--- config.mk ---
export PLATFORM = sky130hd
export DESIGN_NAME = ryc_mac
export DESIGN_NICKNAME = d
export VERILOG_FILES = /design/src/rtl/ryc_pkg.sv /design/src/rtl/ryc_mac.sv
export SDC_FILE = /design/constraint.sdc
export NUM_CORES = 2
export LEC_CHECK = 0
export BUFFER_PORTS_ARGS = -buffer_cell sky130_fd_sc_hd__clkbuf_2
export CAP_MARGIN = 25
export CORE_UTILIZATION = 32
export CTS_CLUSTER_SIZE = 16
export DETAILED_ROUTE_END_ITERATION = 16
export PLACE_DENSITY_LB_ADDON = 0.12
export SYNTH_ARGS = -nofsm -noshare
export SYNTH_HDL_FRONTEND = slang
export SYNTH_SLANG_ARGS = --single-unit
--- constraint.sdc ---
create_clock -name i_clk -period 11.84 [get_ports i_clk]
set_clock_uncertainty 0.15 [all_clocks]
set_input_delay 1.776 -clock i_clk [delete_from_list [all_inputs] [get_ports i_clk]]
set_output_delay 1.776 -clock i_clk [all_outputs]
set_load 0.01 [all_outputs]
--- src/rtl/ryc_pkg.sv ---
`timescale 1ns / 1ps
// ----------------------------------------------------------------------------
// ryc_pkg
// Shared constants, types and coefficient tables for the RGB/YUV converter.
// ----------------------------------------------------------------------------
package ryc_pkg;

    // Channel format: unsigned fraction, all ones means 1.0
    localparam int    CH_BITS = 16;
    localparam longint CH_FULL = (longint'(1) << CH_BITS) - 1;

    // Denominators of the luma, chroma and inverse outputs
    localparam longint DEN_Y = 64'sd255000;
    localparam longint DEN_C = 64'sd100000;
    localparam longint DEN_I = 64'sd44000000;
    localparam int     DEN_W = 26;

    // Signed numerator, clamped remainder and coefficient widths
    localparam int NUM_W  = CH_BITS + 29;
    localparam int REM_W  = CH_BITS + DEN_W;
    localparam int COEF_W = 28;

    // Reciprocal scale: a clamped remainder stays below 2^shift, so the
    // truncated reciprocal leaves the quotient at most one short
    localparam int     SH_Y  = $clog2(DEN_Y) + CH_BITS;
    localparam int     SH_C  = $clog2(DEN_C) + CH_BITS;
    localparam int     SH_I  = $clog2(DEN_I) + CH_BITS;
    localparam longint RCP_Y = (longint'(1) << SH_Y) / DEN_Y;
    localparam longint RCP_C = (longint'(1) << SH_C) / DEN_C;
    localparam longint RCP_I = (longint'(1) << SH_I) / DEN_I;
    localparam int     RCP_W = CH_BITS + 1;

    // Pipeline: multiply, two add stages, clamp, then four reciprocal divide stages
    localparam int MAC_STG = 4;
    localparam int DIV_STG = 4;
    localparam int NSTG    = MAC_STG + DIV_STG;

    // Direction register codes
    localparam logic DIR_RGB2YUV = 1'b0;
    localparam logic DIR_YUV2RGB = 1'b1;

    // Output lane codes
    localparam logic [1:0] LANE_A = 2'd0;
    localparam logic [1:0] LANE_B = 2'd1;
    localparam logic [1:0] LANE_C = 2'd2;

    // Three coefficients, term for chan_a in the low slice
    typedef logic [3*COEF_W-1:0] t_coef_set;

    // Control bundle from the pipeline controller to the lanes
    typedef struct packed {
        logic [NSTG-1:0] en;       // stage load enables
        logic [NSTG-2:0] dir;      // direction of the request held in each stage
        logic            cfg_dir;  // direction for a request entering now
    } t_ctl;

    // Coefficients applied to chan_a, chan_b, chan_c
    function automatic t_coef_set coef_of(input logic dir, input logic [1:0] lane);
        t_coef_set c;
        c = '0;
        unique case ({dir, lane})
            {DIR_RGB2YUV, LANE_A}: c = {COEF_W'(25080), COEF_W'(129140), COEF_W'(65780)};
            {DIR_RGB2YUV, LANE_B}: c = {COEF_W'(43600), COEF_W'(-28886), COEF_W'(-14713)};
            {DIR_RGB2YUV, LANE_C}: c = {COEF_W'(-10001), COEF_W'(-51499), COEF_W'(61500)};
            {DIR_YUV2RGB, LANE_A}: c = {COEF_W'(50152520), COEF_W'(0), COEF_W'(51000000)};
            {DIR_YUV2RGB, LANE_B}: c = {COEF_W'(-25546400), COEF_W'(-17364600),
                                        COEF_W'(51000000)};
            {DIR_YUV2RGB, LANE_C}: c = {COEF_W'(0), COEF_W'(89412840), COEF_W'(51000000)};
            default:               c = '0;
        endcase
        return c;
    endfunction

    // Denominator of each output
    function automatic longint div_of(input logic dir, input logic [1:0] lane);
        longint d;
        d = DEN_I;
        unique case ({dir, lane})
            {DIR_RGB2YUV, LANE_A}: d = DEN_Y;
            {DIR_RGB2YUV, LANE_B}: d = DEN_C;
            {DIR_RGB2YUV, LANE_C}: d = DEN_C;
            default:               d = DEN_I;
        endcase
        return d;
    endfunction

    // Truncated reciprocal of each denominator
    function automatic longint rcp_of(input logic dir, input logic [1:0] lane);
        longint m;
        m = RCP_I;
        unique case ({dir, lane})
            {DIR_RGB2YUV, LANE_A}: m = RCP_Y;
            {DIR_RGB2YUV, LANE_B}: m = RCP_C;
            {DIR_RGB2YUV, LANE_C}: m = RCP_C;
            default:               m = RCP_I;
        endcase
        return m;
    endfunction

    // Right shift that goes with each reciprocal
    function automatic int shift_of(input logic dir, input logic [1:0] lane);
        int s;
        s = SH_I;
        unique case ({dir, lane})
            {DIR_RGB2YUV, LANE_A}: s = SH_Y;
            {DIR_RGB2YUV, LANE_B}: s = SH_C;
            {DIR_RGB2YUV, LANE_C}: s = SH_C;
            default:               s = SH_I;
        endcase
        return s;
    endfunction

    // Constant term times full scale, plus half a denominator for rounding
    function automatic logic signed [NUM_W-1:0] bias_of(input logic dir,
                                                         input logic [1:0] lane);
        longint b;
        b = 64'sd0;
        unique case ({dir, lane})
            {DIR_RGB2YUV, LANE_A}: b = 64'sd16000;
            {DIR_RGB2YUV, LANE_B}: b = 64'sd50000;
            {DIR_RGB2YUV, LANE_C}: b = 64'sd50000;
            {DIR_YUV2RGB, LANE_A}: b = -64'sd28276260;
            {DIR_YUV2RGB, LANE_B}: b = 64'sd18255500;
            {DIR_YUV2RGB, LANE_C}: b = -64'sd47906420;
            default:               b = 64'sd0;
        endcase
        return NUM_W'(b * CH_FULL + (div_of(dir, lane) >>> 1));
    endfunction

endpackage

--- src/rtl/ryc_mac.sv ---
`timescale 1ns / 1ps
// ----------------------------------------------------------------------------
// ryc_mac
// One output lane: coefficient products, sum with bias, range clamp.
// Emits the rounded numerator ready for the divider.
// ----------------------------------------------------------------------------
module ryc_mac (
    input  logic                        i_clk,
    input  logic [1:0]                  i_lane,
    input  ryc_pkg::t_ctl               i_ctl,
    input  logic [ryc_pkg::CH_BITS-1:0] i_chan_a,
    input  logic [ryc_pkg::CH_BITS-1:0] i_chan_b,
    input  logic [ryc_pkg::CH_BITS-1:0] i_chan_c,
    output logic [ryc_pkg::REM_W-1:0]   o_rem
);

    localparam int NW = ryc_pkg::NUM_W;
    localparam int CW = ryc_pkg::COEF_W;

    ryc_pkg::t_coef_set   w_coef;
    logic signed [NW-1:0] r_p0, r_p1, r_p2;
    logic signed [NW-1:0] r_s01, r_s2b;
    logic signed [NW-1:0] r_num;
    logic [ryc_pkg::REM_W-1:0] r_rem;
    logic [ryc_pkg::REM_W-1:0] n_rem;
    logic                 w_zero;
    logic                 w_over;

    // Stage 0: multiply each channel by its coefficient
    assign w_coef = ryc_pkg::coef_of(i_ctl.cfg_dir, i_lane);

    always_ff @(posedge i_clk) begin
        if (i_ctl.en[0]) begin
            r_p0 <= NW'($signed(w_coef[CW-1:0])      * $signed({1'b0, i_chan_a}));
            r_p1 <= NW'($signed(w_coef[2*CW-1:CW])   * $signed({1'b0, i_chan_b}));
            r_p2 <= NW'($signed(w_coef[3*CW-1:2*CW]) * $signed({1'b0, i_chan_c}));
        end
    end

    // Stage 1: pairwise sums, bias folded into the third term
    always_ff @(posedge i_clk) begin
        if (i_ctl.en[1]) begin
            r_s01 <= r_p0 + r_p1;
            r_s2b <= r_p2 + ryc_pkg::bias_of(i_ctl.dir[0], i_lane);
        end
    end

    // Stage 2: full rounded numerator
    always_ff @(posedge i_clk) begin
        if (i_ctl.en[2]) begin
            r_num <= r_s01 + r_s2b;
        end
    end

    // Stage 3: clamp; negative gives zero, overflow gives a remainder that
    // divides to full scale
    assign w_zero = r_num <= NW'(ryc_pkg::div_of(i_ctl.dir[2], i_lane) >>> 1);
    assign w_over = r_num >= NW'(ryc_pkg::div_of(i_ctl.dir[2], i_lane) <<< ryc_pkg::CH_BITS);

    always_comb begin
        if (w_zero) begin
            n_rem = '0;
        end else if (w_over) begin
            n_rem = ryc_pkg::REM_W'(
                (ryc_pkg::div_of(i_ctl.dir[2], i_lane) <<< ryc_pkg::CH_BITS) - 1);
        end else begin
            n_rem = r_num[ryc_pkg::REM_W-1:0];
        end
    end

    always_ff @(posedge i_clk) begin
        if (i_ctl.en[3]) begin
            r_rem <= n_rem;
        end
    end

    assign o_rem = r_rem;

endmodule

Word-level counts from Yosys, hierarchy flattened
Cells that the tools add are included.
{"block": "classes", "n_addsub": 5, "reduce_logical": 5, "n_lt_le_gt_ge": 2, "muxes": 9, "multipliers": 4, "eq_ne": 12}
{"op": "one-hot mux 84 bit (6 select lines)", "count": 1}
{"op": "one-hot mux 64 bit (5 select lines)", "count": 1}
{"op": "adder 45 bit", "count": 4}
{"op": "multiplier 28 x 17 -> 45 bit", "count": 3}
{"op": "one-hot mux 26 bit (2 select lines)", "count": 2}
{"op": "multiplier 64 x 17 -> 45 bit (second input constant)", "count": 1}
{"op": "two-way mux 64 bit", "count": 1}
{"op": "two-way mux 26 bit", "count": 2}
{"op": "two-way mux 46 bit", "count": 1}
{"op": ">= comparator 45 bit", "count": 1}
{"op": "less-or-equal comparator 45 bit", "count": 1}
{"op": "two-way mux 42 bit", "count": 1}
{"op": "subtractor 42 x 2 -> 42 bit (second input constant)", "count": 1}
{"op": "== test 3 bit (second input constant)", "count": 6}
{"op": "== test 3 x 1 -> 1 bit (second input constant)", "count": 3}
{"op": "== test 3 x 2 -> 1 bit (second input constant)", "count": 3}
{"op": "zero test 3 bit", "count": 3}
{"op": "OR reduction 2 bit", "count": 2}
{"block": "word_totals", "wordCells": 44, "regBits": 312, "output_inout_bits": 42, "in_bits": 67}

Depth between registers and ports, before layout
{"block": "depth", "ltp_word": 8, "mapped_depth": 33, "mapped_depth_nobuf": 31}

Worst setup path after synthesis
OpenSTA, ideal clock, no wires.
{"block": "synth_timing", "path_kind": "input to register", "startpoint": "input port i_lane[0]", "endpoint": "register r_s2b[41] (data pin)", "arrival_ps": 9793, "t_required_ps": 11426, "setup_slack_ps": 1633, "stages": 32, "n_path_buf": 2, "setup_ps": 264, "path_cell_list": "inv_1 ha_1 and2_1 clkbuf_1 clkinv_1 a21oi_1 ha_1 inv_1 ha_1 inv_1 fa_1 inv_1 ha_1 inv_1 fa_1 inv_1 fa_1 inv_1 fa_1 inv_1 ha_1 clkbuf_1 nand2_1 a21oi_1 a221o_1 a21oi_1 a21oi_1 nor3_1 nor3_1 o31ai_1 nand2b_1 xor2_1"}
{"block": "synth_via", "elab_chain_cells": 7, "word_cells_on_any_way": 14, "classes_between": "add/sub (2); mul (1); eq/ne (5); mux (4); reduce/logical (2)"}
{"item": "start, declared", "line": "ryc_mac.sv:9", "source": "input logic [1:0] i_lane,"}
{"item": "== test 3 x 2 -> 1 bit / == test 3 x 1 -> 1 bit (equally long branches)", "line": "ryc_pkg.sv:78, ryc_pkg.sv:118"}
{"item": "OR reduction 2 bit (no line)"}
{"item": "one-hot mux 64 bit (5 select lines)", "line": "ryc_pkg.sv:118", "source": "unique case ({dir, lane})"}
{"item": "two-way mux 64 bit", "line": "ryc_mac.sv:42", "source": "if (i_ctl.en[1]) begin"}
{"item": "multiplier 64 x 17 -> 45 bit", "line": "ryc_pkg.sv:127", "source": "return NUM_W'(b * CH_FULL + (div_of(dir, lane) >>> 1));"}
{"item": "adder 45 bit *", "line": "ryc_pkg.sv:127"}
{"item": "adder 45 bit *", "line": "ryc_mac.sv:44", "source": "r_s2b <= r_p2 + ryc_pkg::bias_of(i_ctl.dir[0], i_lane);"}
{"item": "end signal, assigned", "line": "ryc_mac.sv:44"}
{"item": "end, declared", "line": "ryc_mac.sv:22", "source": "logic signed [NW-1:0] r_s01, r_s2b;"}
Every way passes the cells marked *; elsewhere a longest branch is shown, timed or not. The select of a mux whose other input is x is not followed.
A chain may end at the register's enable or synchronous reset.

Worst setup path in the final report
{"block": "layout_timing", "startpoint": "input port i_lane[1]", "endpoint": "register r_p1[43] (data pin)"}
{"block": "layout_via", "elab_chain_cells": 3, "word_cells_on_any_way": 8, "classes_between": "mul (1); eq/ne (5); mux (1); reduce/logical (1)"}
{"item": "== test 3 bit (tied with other cells)", "line": "ryc_pkg.sv:61", "source": "unique case ({dir, lane})"}
{"item": "one-hot mux 84 bit (6 select lines) *", "line": "ryc_pkg.sv:61"}
{"item": "multiplier 28 x 17 -> 45 bit *", "line": "ryc_mac.sv:35", "source": "r_p1 <= NW'($signed(w_coef[2*CW-1:CW]) * $signed({1'b0, i_chan_b}));"}
{"item": "end signal, assigned", "line": "ryc_mac.sv:35"}
{"item": "end, declared", "line": "ryc_mac.sv:21", "source": "logic signed [NW-1:0] r_p0, r_p1, r_p2;"}
Every way passes the cells marked *; elsewhere a longest branch is shown, timed or not.

==> metrics <==
status=completed; top_reg_cell synth=edfxtp_1; crit path kind=in -> reg; CTS Buffer Depth=3; count of input and output buffers=99; routability cong.=0.905; total setup buffers inserted after CTS=0; row count=170; Cell Area, Synth=69,200 um2; post-synthesis share of cell area spent on xor and xnor gates=3.80%; GRT Total Usage=18.8%; first drt pass iteration count=5; layout cell share with drive strength beyond 1=4.12%; first-pass GRT wire length=309 mm; core area=215,000 um2; Final min period=10,410 ps; synthesized flop and latch total=312; Syn Inst Count=7,075; H-tree depth=2; Via-to-Cell Ratio=4.63; CP peak stage delay=560 ps; initial cell density of the core=32.2%; Yosys top cell area share=41.5%; Max-cap violations=0; final wirelength=200 mm; Hold Path Class=reg -> reg; critical path data arrival time=10,630 ps; fin nets=9,304; EDFF count, synth=312; largest family of logic cells by synthesized area=adder cells; Bufs and invs on worst path=7; Hold Vio Cnt, Final=0; adder-cell area share of the yosys netlist=53.7%; initial antenna violation count=8; mux contribution to synthesized area=0.145%; largest net degree at the start of global routing=73; Final period util=88.0%; simple-gate share of the synthesized area=9.23%; die height=467 um; crit-path max FO=19; cts hold-fix bufs=0; vias in the first global route=50,200; IO Count=109; Post-CTS Resized=0; synth unique cells=89; CP delay by family, top=adder cells; DRC=0; antenna viol nets, final=0; WP data required=12,050 ps; Yosys top cell by area=fa_1; Post-synth ARST share=0%; Clk Latency, worst-skew pair=610 ps; Worst-path clk slew=60 ps; GR Util met2=29.5%; Max Clk Rate=96.0 MHz; GRT overflow=0; CTS tree=yes; die width=467 um; Setup crit end kind=flop; Syn Nets=9,250; Worst-Margin Slew=1090 ps; startpoint type of the worst setup path=input pin; die area=218,000 um2; mean post-synth cell area=9.78 um2; relative slew slack=26.2%; P&R area growth vs syn=7.93%; Area contributors post-synth=fa_1 (42%), edfxtp_1 (14%), ha_1 (12%); Final HPWL DP=176 mm; TNS Setup=0 ps; Num Clock Sinks=312; clock root buffer=clkbuf_16; Synth Area in Compound Gates=7.66%; via count=46,300; Yosys warnings=0; RSZ-0062 raised after global routing=false; max-slew violation count=0; CTS Buf Count=41; Seq/Total Area, Yosys=13.5%; routing usage on met3=1.70%; Starting DRT DRC Count=2,691; Slowest-stage cell, CP=fa_1; grt met1 use=28.2%; GR peak layer=met2; most used cell, CP=fa_1; count of final setup violators=0; Avg WL per Cell=20.0 um
-- area by class of cell --
| cell class | instances | area, um2 |
|---|---|---|
| fill | 22100 | 140000 |
| multi-input combinational | 4565 | 51700 |
| sequential | 312 | 9370 |
| inverter | 2051 | 7700 |
| tap | 2838 | 3550 |
| clock buffer | 45 | 1060 |
| timing repair buffer | 158 | 1010 |
| clock inverter | 29 | 327 |
| antenna | 3 | 7.51 |
-- metal layers --
metal,wire length (um),part of all wire (%)
met1,100000,50
met2,88800,44
met3,7550,3.8
met4,3650,1.8
met5,0,0
-- cells in the final DEF (no fill, tap or decap), types with 43 or more instances in the layout --
master,count
buf_4,55
nand3_1,44
nor2_1,222
nand2b_1,49
o21ai_0,159
edfxtp_1,312
fa_1,1435
a21o_1,130
xnor2_1,222
a21oi_1,271
clkbuf_2,97
ha_1,672
nand2_1,506
nor2b_1,43
and2_1,240
xor2_1,78
inv_1,2045
-- through the flow --
| step | utilization, % | cell area [um2] | std cells | setup WS [ps] | hold slack [ps] |
|---|---|---|---|---|---|
| 2_1_floorplan | - | 69200 | 7075 | 1630 | 250 |
| 3_3_place_gp | 34.1 | 73200 | 9920 | 1060 | 264 |
| 3_5_place_dp | 34.1 | 73300 | 9922 | 913 | 267 |
| 4_1_cts | 34.7 | 74600 | 9996 | 1530 | 281 |
| 5_1_grt | 34.8 | 74700 | 10000 | 1060 | 289 |
| 6_report | 34.8 | 74700 | 10000 | 1430 | 274 |
-- path summary, 6_finish.rpt --
| kind | from | to | slack, ps | cells past startpoint |
|---|---|---|---|---|
| setup reg to reg | r_p2[14] | r_s2b[44] | 4910 | 23 |
| setup / recovery | i_lane[1] | r_p1[43] | 1430 | 28 |
| hold / removal | r_p2[0] | r_s2b[0] | 270 | 0 |
| hold reg to reg | r_p2[0] | r_s2b[0] | 270 | 0 |
-- flip-flops by register name (all words and copies together) (netlist names), named ones only --
| name | cells |
|---|---|
| r_num | 45 |
| o_rem | 41 |
| r_s2b | 45 |
| r_p1 | 45 |
| r_s01 | 45 |
| r_p2 | 45 |
| r_p0 | 45 |
-- cell usage after synthesis (all sizes together), types with 40 or more instances --
cell	number
a21o	130
a21oi	277
and2	240
clkbuf	140
edfxtp	312
fa	1435
ha	673
inv	2046
nand2	506
nand2b	49
nand3	44
nor2	223
nor2b	44
nor3	40
o21a	42
o21ai	174
xnor2	222
xor2	78
-- kinds of logic after synthesis --
kind of cell	count (synthesis)
and+or+nand+nor	1314
muxes	10
adders and majority gates	2108
xor gates and xnor gates	300
buffers and inverters	2198
DFF	312
other	1
AOI/OAI and AO/OA	832
Power is not shown: default switching activity piles up to over one toggle a cycle in this logic, so the estimate is an artifact.
