## config.mk

```make
export PLATFORM = sky130hd
export DESIGN_NAME = ryc_div
export DESIGN_NICKNAME = d
export VERILOG_FILES = /design/src/rtl/ryc_pkg.sv /design/src/rtl/ryc_div.sv
export SDC_FILE = /design/constraint.sdc
export NUM_CORES = 2
export LEC_CHECK = 0
export BUFFER_PORTS_ARGS = -buffer_cell sky130_fd_sc_hd__buf_2
export CELL_PAD_IN_SITES_DETAIL_PLACEMENT = 1
export CELL_PAD_IN_SITES_GLOBAL_PLACEMENT = 1
export CORE_ASPECT_RATIO = 1.75
export CORE_UTILIZATION = 45
export CTS_CLUSTER_SIZE = 12
export DETAILED_ROUTE_END_ITERATION = 12
export PLACE_DENSITY = 0.73
export RECOVER_POWER = 25
export SLEW_MARGIN = 20
export SYNTH_ARGS = -nofsm -noshare
export SYNTH_HDL_FRONTEND = slang
export SYNTH_SLANG_ARGS = --single-unit
```

## constraint.sdc

```tcl
create_clock -name i_clk -period 8.4 [get_ports i_clk]
set_input_delay 0.42 -clock i_clk [delete_from_list [all_inputs] [get_ports i_clk]]
set_output_delay 0.42 -clock i_clk [all_outputs]
set_load 0.02 [all_outputs]
```

## src/rtl/ryc_pkg.sv

```systemverilog
`timescale 1ns / 1ps
// ----------------------------------------------------------------------------
// ryc_pkg
// Shared constants, types and coefficient tables for the RGB/YUV converter.
// ----------------------------------------------------------------------------
package ryc_pkg;

    // Channel format: unsigned fraction, all ones means 1.0
    localparam int    CH_BITS = 16;
    localparam longint CH_FULL = (longint'(1) << CH_BITS) - 1;

    // Denominators of the luma, chroma and inverse outputs
    localparam longint DEN_Y = 64'sd255000;
    localparam longint DEN_C = 64'sd100000;
    localparam longint DEN_I = 64'sd44000000;
    localparam int     DEN_W = 26;

    // Signed numerator, clamped remainder and coefficient widths
    localparam int NUM_W  = CH_BITS + 29;
    localparam int REM_W  = CH_BITS + DEN_W;
    localparam int COEF_W = 28;

    // Reciprocal scale: a clamped remainder stays below 2^shift, so the
    // truncated reciprocal leaves the quotient at most one short
    localparam int     SH_Y  = $clog2(DEN_Y) + CH_BITS;
    localparam int     SH_C  = $clog2(DEN_C) + CH_BITS;
    localparam int     SH_I  = $clog2(DEN_I) + CH_BITS;
    localparam longint RCP_Y = (longint'(1) << SH_Y) / DEN_Y;
    localparam longint RCP_C = (longint'(1) << SH_C) / DEN_C;
    localparam longint RCP_I = (longint'(1) << SH_I) / DEN_I;
    localparam int     RCP_W = CH_BITS + 1;

    // Pipeline: multiply, two add stages, clamp, then four reciprocal divide stages
    localparam int MAC_STG = 4;
    localparam int DIV_STG = 4;
    localparam int NSTG    = MAC_STG + DIV_STG;

    // Direction register codes
    localparam logic DIR_RGB2YUV = 1'b0;
    localparam logic DIR_YUV2RGB = 1'b1;

    // Output lane codes
    localparam logic [1:0] LANE_A = 2'd0;
    localparam logic [1:0] LANE_B = 2'd1;
    localparam logic [1:0] LANE_C = 2'd2;

    // Three coefficients, term for chan_a in the low slice
    typedef logic [3*COEF_W-1:0] t_coef_set;

    // Control bundle from the pipeline controller to the lanes
    typedef struct packed {
        logic [NSTG-1:0] en;       // stage load enables
        logic [NSTG-2:0] dir;      // direction of the request held in each stage
        logic            cfg_dir;  // direction for a request entering now
    } t_ctl;

    // Coefficients applied to chan_a, chan_b, chan_c
    function automatic t_coef_set coef_of(input logic dir, input logic [1:0] lane);
        t_coef_set c;
        c = '0;
        unique case ({dir, lane})
            {DIR_RGB2YUV, LANE_A}: c = {COEF_W'(25080), COEF_W'(129140), COEF_W'(65780)};
            {DIR_RGB2YUV, LANE_B}: c = {COEF_W'(43600), COEF_W'(-28886), COEF_W'(-14713)};
            {DIR_RGB2YUV, LANE_C}: c = {COEF_W'(-10001), COEF_W'(-51499), COEF_W'(61500)};
            {DIR_YUV2RGB, LANE_A}: c = {COEF_W'(50152520), COEF_W'(0), COEF_W'(51000000)};
            {DIR_YUV2RGB, LANE_B}: c = {COEF_W'(-25546400), COEF_W'(-17364600),
                                        COEF_W'(51000000)};
            {DIR_YUV2RGB, LANE_C}: c = {COEF_W'(0), COEF_W'(89412840), COEF_W'(51000000)};
            default:               c = '0;
        endcase
        return c;
    endfunction

    // Denominator of each output
    function automatic longint div_of(input logic dir, input logic [1:0] lane);
        longint d;
        d = DEN_I;
        unique case ({dir, lane})
            {DIR_RGB2YUV, LANE_A}: d = DEN_Y;
            {DIR_RGB2YUV, LANE_B}: d = DEN_C;
            {DIR_RGB2YUV, LANE_C}: d = DEN_C;
            default:               d = DEN_I;
        endcase
        return d;
    endfunction

    // Truncated reciprocal of each denominator
    function automatic longint rcp_of(input logic dir, input logic [1:0] lane);
        longint m;
        m = RCP_I;
        unique case ({dir, lane})
            {DIR_RGB2YUV, LANE_A}: m = RCP_Y;
            {DIR_RGB2YUV, LANE_B}: m = RCP_C;
            {DIR_RGB2YUV, LANE_C}: m = RCP_C;
            default:               m = RCP_I;
        endcase
        return m;
    endfunction

    // Right shift that goes with each reciprocal
    function automatic int shift_of(input logic dir, input logic [1:0] lane);
        int s;
        s = SH_I;
        unique case ({dir, lane})
            {DIR_RGB2YUV, LANE_A}: s = SH_Y;
            {DIR_RGB2YUV, LANE_B}: s = SH_C;
            {DIR_RGB2YUV, LANE_C}: s = SH_C;
            default:               s = SH_I;
        endcase
        return s;
    endfunction

    // Constant term times full scale, plus half a denominator for rounding
    function automatic logic signed [NUM_W-1:0] bias_of(input logic dir,
                                                         input logic [1:0] lane);
        longint b;
        b = 64'sd0;
        unique case ({dir, lane})
            {DIR_RGB2YUV, LANE_A}: b = 64'sd16000;
            {DIR_RGB2YUV, LANE_B}: b = 64'sd50000;
            {DIR_RGB2YUV, LANE_C}: b = 64'sd50000;
            {DIR_YUV2RGB, LANE_A}: b = -64'sd28276260;
            {DIR_YUV2RGB, LANE_B}: b = 64'sd18255500;
            {DIR_YUV2RGB, LANE_C}: b = -64'sd47906420;
            default:               b = 64'sd0;
        endcase
        return NUM_W'(b * CH_FULL + (div_of(dir, lane) >>> 1));
    endfunction

endpackage

```

## src/rtl/ryc_div.sv

```systemverilog
`timescale 1ns / 1ps
// ----------------------------------------------------------------------------
// ryc_div
// Pipelined division by the lane's constant denominator: split reciprocal
// multiply, shift to an estimate that is at most one short, then one
// compare against the next multiple of the denominator.
// ----------------------------------------------------------------------------
module ryc_div (
    input  logic                        i_clk,
    input  logic [1:0]                  i_lane,
    input  ryc_pkg::t_ctl               i_ctl,
    input  logic [ryc_pkg::REM_W-1:0]   i_rem,
    output logic [ryc_pkg::CH_BITS-1:0] o_quot
);

    localparam int RW = ryc_pkg::REM_W;
    localparam int QW = ryc_pkg::CH_BITS;
    localparam int MS = ryc_pkg::MAC_STG;
    localparam int MW = ryc_pkg::RCP_W;
    localparam int DW = ryc_pkg::DEN_W;
    localparam int LW = RW / 2;
    localparam int HW = RW - LW;
    localparam int PW = RW + MW;

    logic [MW-1:0]    w_rcp;
    logic [HW+MW-1:0] r_ph;
    logic [LW+MW-1:0] r_pl;
    logic [RW-1:0]    r_r0, r_r1, r_r2;
    logic [PW-1:0]    w_sum;
    logic [QW-1:0]    w_q0;
    logic [QW-1:0]    r_q0, r_q1;
    logic [DW-1:0]    w_den;
    logic [RW-1:0]    r_lim;
    logic [QW-1:0]    r_q;

    // Stage 0: multiply high and low halves of the remainder by the reciprocal
    assign w_rcp = MW'(ryc_pkg::rcp_of(i_ctl.dir[MS-1], i_lane));

    always_ff @(posedge i_clk) begin
        if (i_ctl.en[MS]) begin
            r_ph <= (HW+MW)'(i_rem[RW-1:LW]) * (HW+MW)'(w_rcp);
            r_pl <= (LW+MW)'(i_rem[LW-1:0]) * (LW+MW)'(w_rcp);
            r_r0 <= i_rem;
        end
    end

    // Stage 1: join the partial products and shift down to the estimate
    assign w_sum = (PW'(r_ph) << LW) + PW'(r_pl);
    assign w_q0  = QW'(w_sum >> ryc_pkg::shift_of(i_ctl.dir[MS], i_lane));

    always_ff @(posedge i_clk) begin
        if (i_ctl.en[MS+1]) begin
            r_q0 <= w_q0;
            r_r1 <= r_r0;
        end
    end

    // Stage 2: next multiple of the denominator above the estimate
    assign w_den = DW'(ryc_pkg::div_of(i_ctl.dir[MS+1], i_lane));

    always_ff @(posedge i_clk) begin
        if (i_ctl.en[MS+2]) begin
            r_lim <= RW'(r_q0) * RW'(w_den) + RW'(w_den);
            r_q1  <= r_q0;
            r_r2  <= r_r1;
        end
    end

    // Stage 3: bump the estimate when the remainder reaches that multiple
    always_ff @(posedge i_clk) begin
        if (i_ctl.en[MS+3]) begin
            r_q <= r_q1 + QW'(r_r2 >= r_lim);
        end
    end

    assign o_quot = r_q;

endmodule

```

# == Word level (Yosys, flattened, before mapping) ==
# Index checks and enable logic that the tools add are counted.
# totals
output_inout_bits,16
in_bits,61
elab_cells,32
register_bits,292
# classes
n_eq_ne,6
n_addsub,3
mux,3
n_mul,3
shifts,1
n_reduce_logical,6
n_lt_le_gt_ge,1
# ops
op,n
21-bit by 17-bit multiplier with 38-bit output,2
59-bit by 38-bit adder with 59-bit output,1
59-bit by 32-bit right shift with 16-bit output,1
26-bit case mux with 2 select lines,1
42-bit by 26-bit adder with 42-bit output,1
42-bit >= comparator,1
16-bit by 26-bit multiplier with 42-bit output,1
16-bit case mux with 2 select lines,1
16-bit by 1-bit adder with 16-bit output,1
3-bit by 1-bit == test with 1-bit output (second input constant),3
3-bit by 2-bit == test with 1-bit output (second input constant),3
3-bit zero test,3
4-bit case mux with 2 select lines,1
2-bit OR reduction,3

# == Longest topological paths before layout ==
# depth
ltp_word,5
mapped_depth,29
depth_no_buf,26

# == Worst setup path after synthesis ==
# Ideal clock, no wire load.
# synth_timing
path_type,in2reg
startpoint,input port i_lane[1]
endpoint,"register r_lim[40], data pin"
arrival_time_ns,6.853
slack_ns,1.287
setup_ns,0.260
required_ns,8.140
path_buffers,3
path_stages,27
path_cell_list,or2_2 clkbuf_1 clkbuf_1 nand2_1 clkbuf_1 nand2_1 fa_1 inv_1 fa_1 inv_1 fa_1 inv_1 fa_1 inv_1 fa_1 fa_1 inv_1 ha_1 a21o_1 a21o_1 a221o_1 a21oi_2 o21ai_2 a211oi_4 a211oi_1 a311oi_2 xnor2_1
# synth_between
elab_chain_len,5
elab_cells_between_ends,7
classes_between,add/sub (1); mul (1); eq/ne (2); mux (1); reduce/logical (2)
# synth_lines
element,line_no,rtl
"start, declared",ryc_div.sv:10,"input logic [1:0] i_lane,"
3-bit by 2-bit == test with 1-bit output / 3-bit by 1-bit == test with 1-bit output (equally long branches),ryc_pkg.sv:78,"unique case ({dir, lane})"
2-bit OR reduction (no source line),--,
26-bit case mux with 2 select lines (*),ryc_pkg.sv:78,
16-bit by 26-bit multiplier with 42-bit output,ryc_div.sv:63,r_lim <= RW'(r_q0) * RW'(w_den) + RW'(w_den);
42-bit by 26-bit adder with 42-bit output (*),ryc_div.sv:63,
"end signal, assigned",ryc_div.sv:63,
"end, declared",ryc_div.sv:33,logic [RW-1:0] r_lim;
# Every way passes the cells marked *; elsewhere a longest branch is shown, timed or not.
# A chain may end at the register's enable or synchronous reset.

# == Worst setup path after layout ==
# layout_timing
startpoint,input port i_lane[0]
endpoint,"register r_ph[34], data pin"
# layout_between
elab_chain_len,4
elab_cells_between_ends,6
classes_between,mul (1); eq/ne (2); mux (1); reduce/logical (2)
# layout_lines
element,line_no,rtl
3-bit by 2-bit == test with 1-bit output / 3-bit by 1-bit == test with 1-bit output (equally long branches),ryc_pkg.sv:91,"unique case ({dir, lane})"
2-bit OR reduction (no source line),--,
16-bit case mux with 2 select lines (*),ryc_pkg.sv:91,
21-bit by 17-bit multiplier with 38-bit output (*),ryc_div.sv:41,r_ph <= (HW+MW)'(i_rem[RW-1:LW]) * (HW+MW)'(w_rcp);
"end signal, assigned",ryc_div.sv:41,
"end, declared",ryc_div.sv:26,logic [HW+MW-1:0] r_ph;
# Marked as above.

==> impl_results.html <==
<table>
<tr><th>Metric</th><th>Value</th></tr>
<tr><th colspan="2">STA</th></tr>
<tr><td>Headroom to the max-slew limit</td><td>13.8%</td></tr>
<tr><td>Setup TNS</td><td>0 ns</td></tr>
<tr><td>Final setup violation count</td><td>0</td></tr>
<tr><td>RSZ-0062 raised after global routing</td><td>no</td></tr>
<tr><td>Total count of max-transition violations in the final report</td><td>0</td></tr>
<tr><td>Highest achievable clock rate</td><td>132 MHz</td></tr>
<tr><td>Final period utilization</td><td>between 80 and 90%</td></tr>
<tr><td>Final critical delay including setup and external delays</td><td>7.56 ns</td></tr>
<tr><td>Least-Margin Pin Slew</td><td>approximately 1.3 ns</td></tr>
<tr><td>Hold Violations, Final</td><td>0</td></tr>
<tr><td>Maximum clock skew at final layout</td><td>slightly below 0.03 ns</td></tr>
<tr><th colspan="2">Floorplanning</th></tr>
<tr><td>Die Height</td><td>roughly 390 um</td></tr>
<tr><td>Area enclosed by the die boundary</td><td>between 0.08 and 0.09 mm^2</td></tr>
<tr><td>Number of cell rows</td><td>141</td></tr>
<tr><td>Floorplan Core Area</td><td>between 0.08 and 0.09 mm^2</td></tr>
<tr><td>IO Count</td><td>77</td></tr>
<tr><td>Initial Utilization</td><td>between 40% and 50%</td></tr>
<tr><td>Horizontal extent of the die</td><td>approximately 220 um</td></tr>
<tr><th colspan="2">Critical path</th></tr>
<tr><td>CP Data Required Time</td><td>8.76 ns</td></tr>
<tr><td>Worst reg2reg startpoint</td><td>r_q0[6]$_DFFE_PP_</td></tr>
<tr><td>Slack of the worst reg-to-reg path</td><td>1.04 ns</td></tr>
<tr><td>Setup crit end kind</td><td>flip-flop</td></tr>
<tr><td>Launching element of the worst setup path</td><td>i_lane[0]</td></tr>
<tr><td>R2R depth</td><td>22</td></tr>
<tr><td>Crit-path max FO</td><td>20</td></tr>
<tr><td>Crit start category</td><td>input port</td></tr>
<tr><td>Worst flop-to-flop path endpoint</td><td>r_lim[39]$_DFFE_PP_</td></tr>
<tr><td>Worst path arrival time</td><td>between 7 and 8 ns</td></tr>
<tr><td>Worst setup path category</td><td>input port to flip-flop</td></tr>
<tr><td>End point of the critical path</td><td>r_ph[34]$_DFFE_PP_</td></tr>
<tr><th colspan="2">Drt</th></tr>
<tr><td>Starting DRC count in detailed routing</td><td>988</td></tr>
<tr><td>Routed wire length</td><td>between 100000 and 150000 um</td></tr>
<tr><td>Routed wirelength normalized by instance count</td><td>22.0 um</td></tr>
<tr><td>Residual antenna-violating net count after detailed routing</td><td>0</td></tr>
<tr><td>Residual DRC</td><td>0</td></tr>
<tr><td>TritonRoute pass-1 iters</td><td>5</td></tr>
<tr><td>Number of vias in the routed layout</td><td>between 20000 and 30000</td></tr>
<tr><td>Average via count per standard cell</td><td>approximately 5.3</td></tr>
<tr><th colspan="2">Clock network</th></tr>
<tr><td>Number of clock sinks seen by CTS</td><td>about 260</td></tr>
<tr><td>Total clock buffers created by CTS</td><td>27</td></tr>
<tr><td>Maximum level of the CTS H-tree</td><td>1</td></tr>
<tr><td>Number of setup buffers added after CTS</td><td>0</td></tr>
<tr><td>Cell at the root of the clock tree</td><td>sky130_fd_sc_hd__clkbuf_16</td></tr>
<tr><td>TritonCTS clock tree</td><td>yes</td></tr>
<tr><td>Number of hold buffers added after CTS</td><td>0</td></tr>
<tr><td>Bufs on Longest Clock Path</td><td>3</td></tr>
<tr><td>Later-pin clock latency in the skew report</td><td>about 0.58 ns</td></tr>
<tr><td>Resized cells post-CTS</td><td>0</td></tr>
<tr><td>Clock transition at the registers of the reported paths</td><td>roughly 0.060 ns</td></tr>
<tr><th colspan="2">Yosys</th></tr>
<tr><td>Number of flops mapped to enable cells by yosys</td><td>258</td></tr>
<tr><td>Yosys synthesis warning count</td><td>0</td></tr>
<tr><td>Avg Inst Size Synth</td><td>10.2 um^2</td></tr>
<tr><td>Number of register bits inferred by synthesis</td><td>258</td></tr>
<tr><td>Post-Synthesis Cell Area</td><td>between 0.03 and 0.04 mm^2</td></tr>
<tr><td>Most used flip-flop cell after synthesis</td><td>sky130_fd_sc_hd__edfxtp_1</td></tr>
<tr><td>Synthesized netlist cell count</td><td>3775</td></tr>
<tr><td>Async set-reset flop share out of synthesis</td><td>0%</td></tr>
<tr><td>Sequential element share of the synthesized area</td><td>slightly above 20%</td></tr>
<tr><td>Count of distinct cell types in the synthesized netlist</td><td>between 70 and 80</td></tr>
<tr><th colspan="2">Place</th></tr>
<tr><td>Half-perimeter wire length after placement</td><td>95700 um</td></tr>
<tr><td># port buffers</td><td>67</td></tr>
<tr><td>GPL Wtd Cong</td><td>0.947</td></tr>
<tr><th colspan="2">Final layout</th></tr>
<tr><td>Proportion of layout cells with a drive suffix above 1</td><td>3.49%</td></tr>
<tr><td>Fill cell instance count of the final layout</td><td>roughly 9400</td></tr>
<tr><td>Net count of the finished layout</td><td>between 5000 and 6000</td></tr>
<tr><td>Area growth from synthesis to final layout</td><td>6.83%</td></tr>
<tr><th colspan="2">GRT</th></tr>
<tr><td>Number of global-route vias before repair</td><td>31000</td></tr>
<tr><td>Maximum number of pins on one net before global-route repair</td><td>72</td></tr>
<tr><td>Overall routing resource usage</td><td>around a quarter</td></tr>
<tr><td>Antenna violations before repair</td><td>4</td></tr>
<tr><td>Overflow left after global routing</td><td>0</td></tr>
<tr><td>First-pass GRT wire length</td><td>approximately 170000 um</td></tr>
<tr><th colspan="2">Worst hold path</th></tr>
<tr><td>Number of cells traversed by the worst hold path</td><td>2</td></tr>
<tr><td>Hold path startpoint</td><td>i_ctl[5]</td></tr>
<tr><td>Worst min-delay path category</td><td>input port to flip-flop</td></tr>
<tr><th colspan="2">Status</th></tr>
<tr><td>Result of the run</td><td>completed</td></tr>
<tr><th colspan="2">Flow run</th></tr>
<tr><td>Max-cap viol count</td><td>0</td></tr>
</table>
==> logic make-up after synthesis <==
family	after synthesis	share of synthesized area (%)
xor gates and xnor gates	116	2.65
DFF	258	20.2
muxes	5	0.137
other	1	0.00977
AOI/OAI and AO/OA	340	5.87
and+or+nand+nor	697	8.37
buffers and inverters	1181	11.6
adders and majority gates	1177	51.2
==> Yosys cell counts (all sizes together) (15+ instances only) <==
library cell	count	share of area, %
a21o	61	1.2
a21oi	95	1.2
and2	62	1.0
and3	22	0.36
clkbuf	58	0.57
edfxtp	258	20
fa	657	34
ha	520	17
inv	1117	11
nand2	298	2.9
nand2b	25	0.41
nand3	36	0.47
nand4	22	0.36
nor2	145	1.4
nor2b	36	0.59
nor3	20	0.27
o21a	15	0.29
o21ai	66	0.87
xnor2	74	1.7
xor2	42	0.96
==> routing by layer <==
layer | part of all wire [%] | GRT usage [%]
met5 | 0.021 | 0
met4 | 8.5 | 19.1
met1 | 31 | 24.1
met2 | 57 | 52.8
met3 | 2.7 | 2.46
==> placed cells by master (no fill, tap or decap), types with 26 or more instances in the layout <==
cell                        count
sky130_fd_sc_hd__a21oi_1       92
sky130_fd_sc_hd__a21o_1        61
sky130_fd_sc_hd__and2_1        62
sky130_fd_sc_hd__buf_2         26
sky130_fd_sc_hd__xor2_1        42
sky130_fd_sc_hd__nand2_1      298
sky130_fd_sc_hd__nand3_1       36
sky130_fd_sc_hd__xnor2_1       74
sky130_fd_sc_hd__nor2_1       143
sky130_fd_sc_hd__fa_1         657
sky130_fd_sc_hd__buf_4         42
sky130_fd_sc_hd__inv_1       1117
sky130_fd_sc_hd__clkbuf_16     27
sky130_fd_sc_hd__edfxtp_1     258
sky130_fd_sc_hd__ha_1         520
sky130_fd_sc_hd__o21ai_0       58
sky130_fd_sc_hd__nor2b_1       36
sky130_fd_sc_hd__clkbuf_1      45
==> through the flow <==
step	utilization [%]	std cells	hold WS (ns)	setup WS (ns)	instance area [um^2]
2_1_floorplan	-	3777	0.400	1.29	38400
3_3_place_gp	47.6	4897	0.400	0.415	40200
3_5_place_dp	47.6	4897	0.405	0.261	40200
4_1_cts	48.6	4937	0.207	0.795	41000
5_1_grt	48.5	4938	0.310	0.570	41000
6_report	48.5	4940	0.324	0.842	41000
==> sequential cells by signal, summed over array words and instances, names as in the netlist <==
| name | cells |
|---|---|
| r_ph | 37 |
| r_q1 | 16 |
| r_pl | 17 |
| r_r1 | 39 |
| o_quot | 16 |
| r_q0 | 16 |
| r_r0 | 39 |
| r_r2 | 39 |
| r_lim | 39 |
==> worst max-delay path, stage by stage <==
cell,delay [ns]
sky130_fd_sc_hd__buf_2,0.38
sky130_fd_sc_hd__xor2_1,0.28
sky130_fd_sc_hd__nor2b_1,0.65
sky130_fd_sc_hd__buf_4,0.34
sky130_fd_sc_hd__nor2_1,0.09
sky130_fd_sc_hd__fa_1,0.55
sky130_fd_sc_hd__inv_1,0.06
sky130_fd_sc_hd__fa_1,0.49
sky130_fd_sc_hd__inv_1,0.06
sky130_fd_sc_hd__fa_1,0.53
sky130_fd_sc_hd__fa_1,0.52
sky130_fd_sc_hd__fa_1,0.54
sky130_fd_sc_hd__inv_1,0.05
sky130_fd_sc_hd__fa_1,0.48
sky130_fd_sc_hd__inv_1,0.05
sky130_fd_sc_hd__ha_1,0.35
sky130_fd_sc_hd__a21oi_1,0.17
sky130_fd_sc_hd__o21ai_1,0.11
sky130_fd_sc_hd__nor4_1,0.34
sky130_fd_sc_hd__o31ai_1,0.17
sky130_fd_sc_hd__o21ai_1,0.22
sky130_fd_sc_hd__a21oi_1,0.16
sky130_fd_sc_hd__o211a_1,0.27
sky130_fd_sc_hd__or2_2,0.30
sky130_fd_sc_hd__o311ai_1,0.31
==> worst min path at each step <==
stage and end:
6_report r_q0[9]$_DFFE_PP_, 5_1_grt r_q0[9]$_DFFE_PP_, 4_1_cts r_r0[34]$_DFFE_PP_, 3_5_place_dp r_r1[18]$_DFFE_PP_
3_3_place_gp r_r2[37]$_DFFE_PP_, 2_1_floorplan r_r1[10]$_DFFE_PP_
==> layout make-up <==
class	count	area, um^2	share of cell area (%)
multi-input combinational	2338	26200	64.0
antenna	3	7.51	0.0183
tap	1072	1340	3.27
timing repair buffer	112	659	1.61
inverter	1117	4190	10.2
clock buffer	31	691	1.68
sequential	258	7750	18.9
clock inverter	9	134	0.327
Power is left out: the tool's default activity adds up to more than one toggle a clock period on the data nets, which glitch-free logic cannot reach.
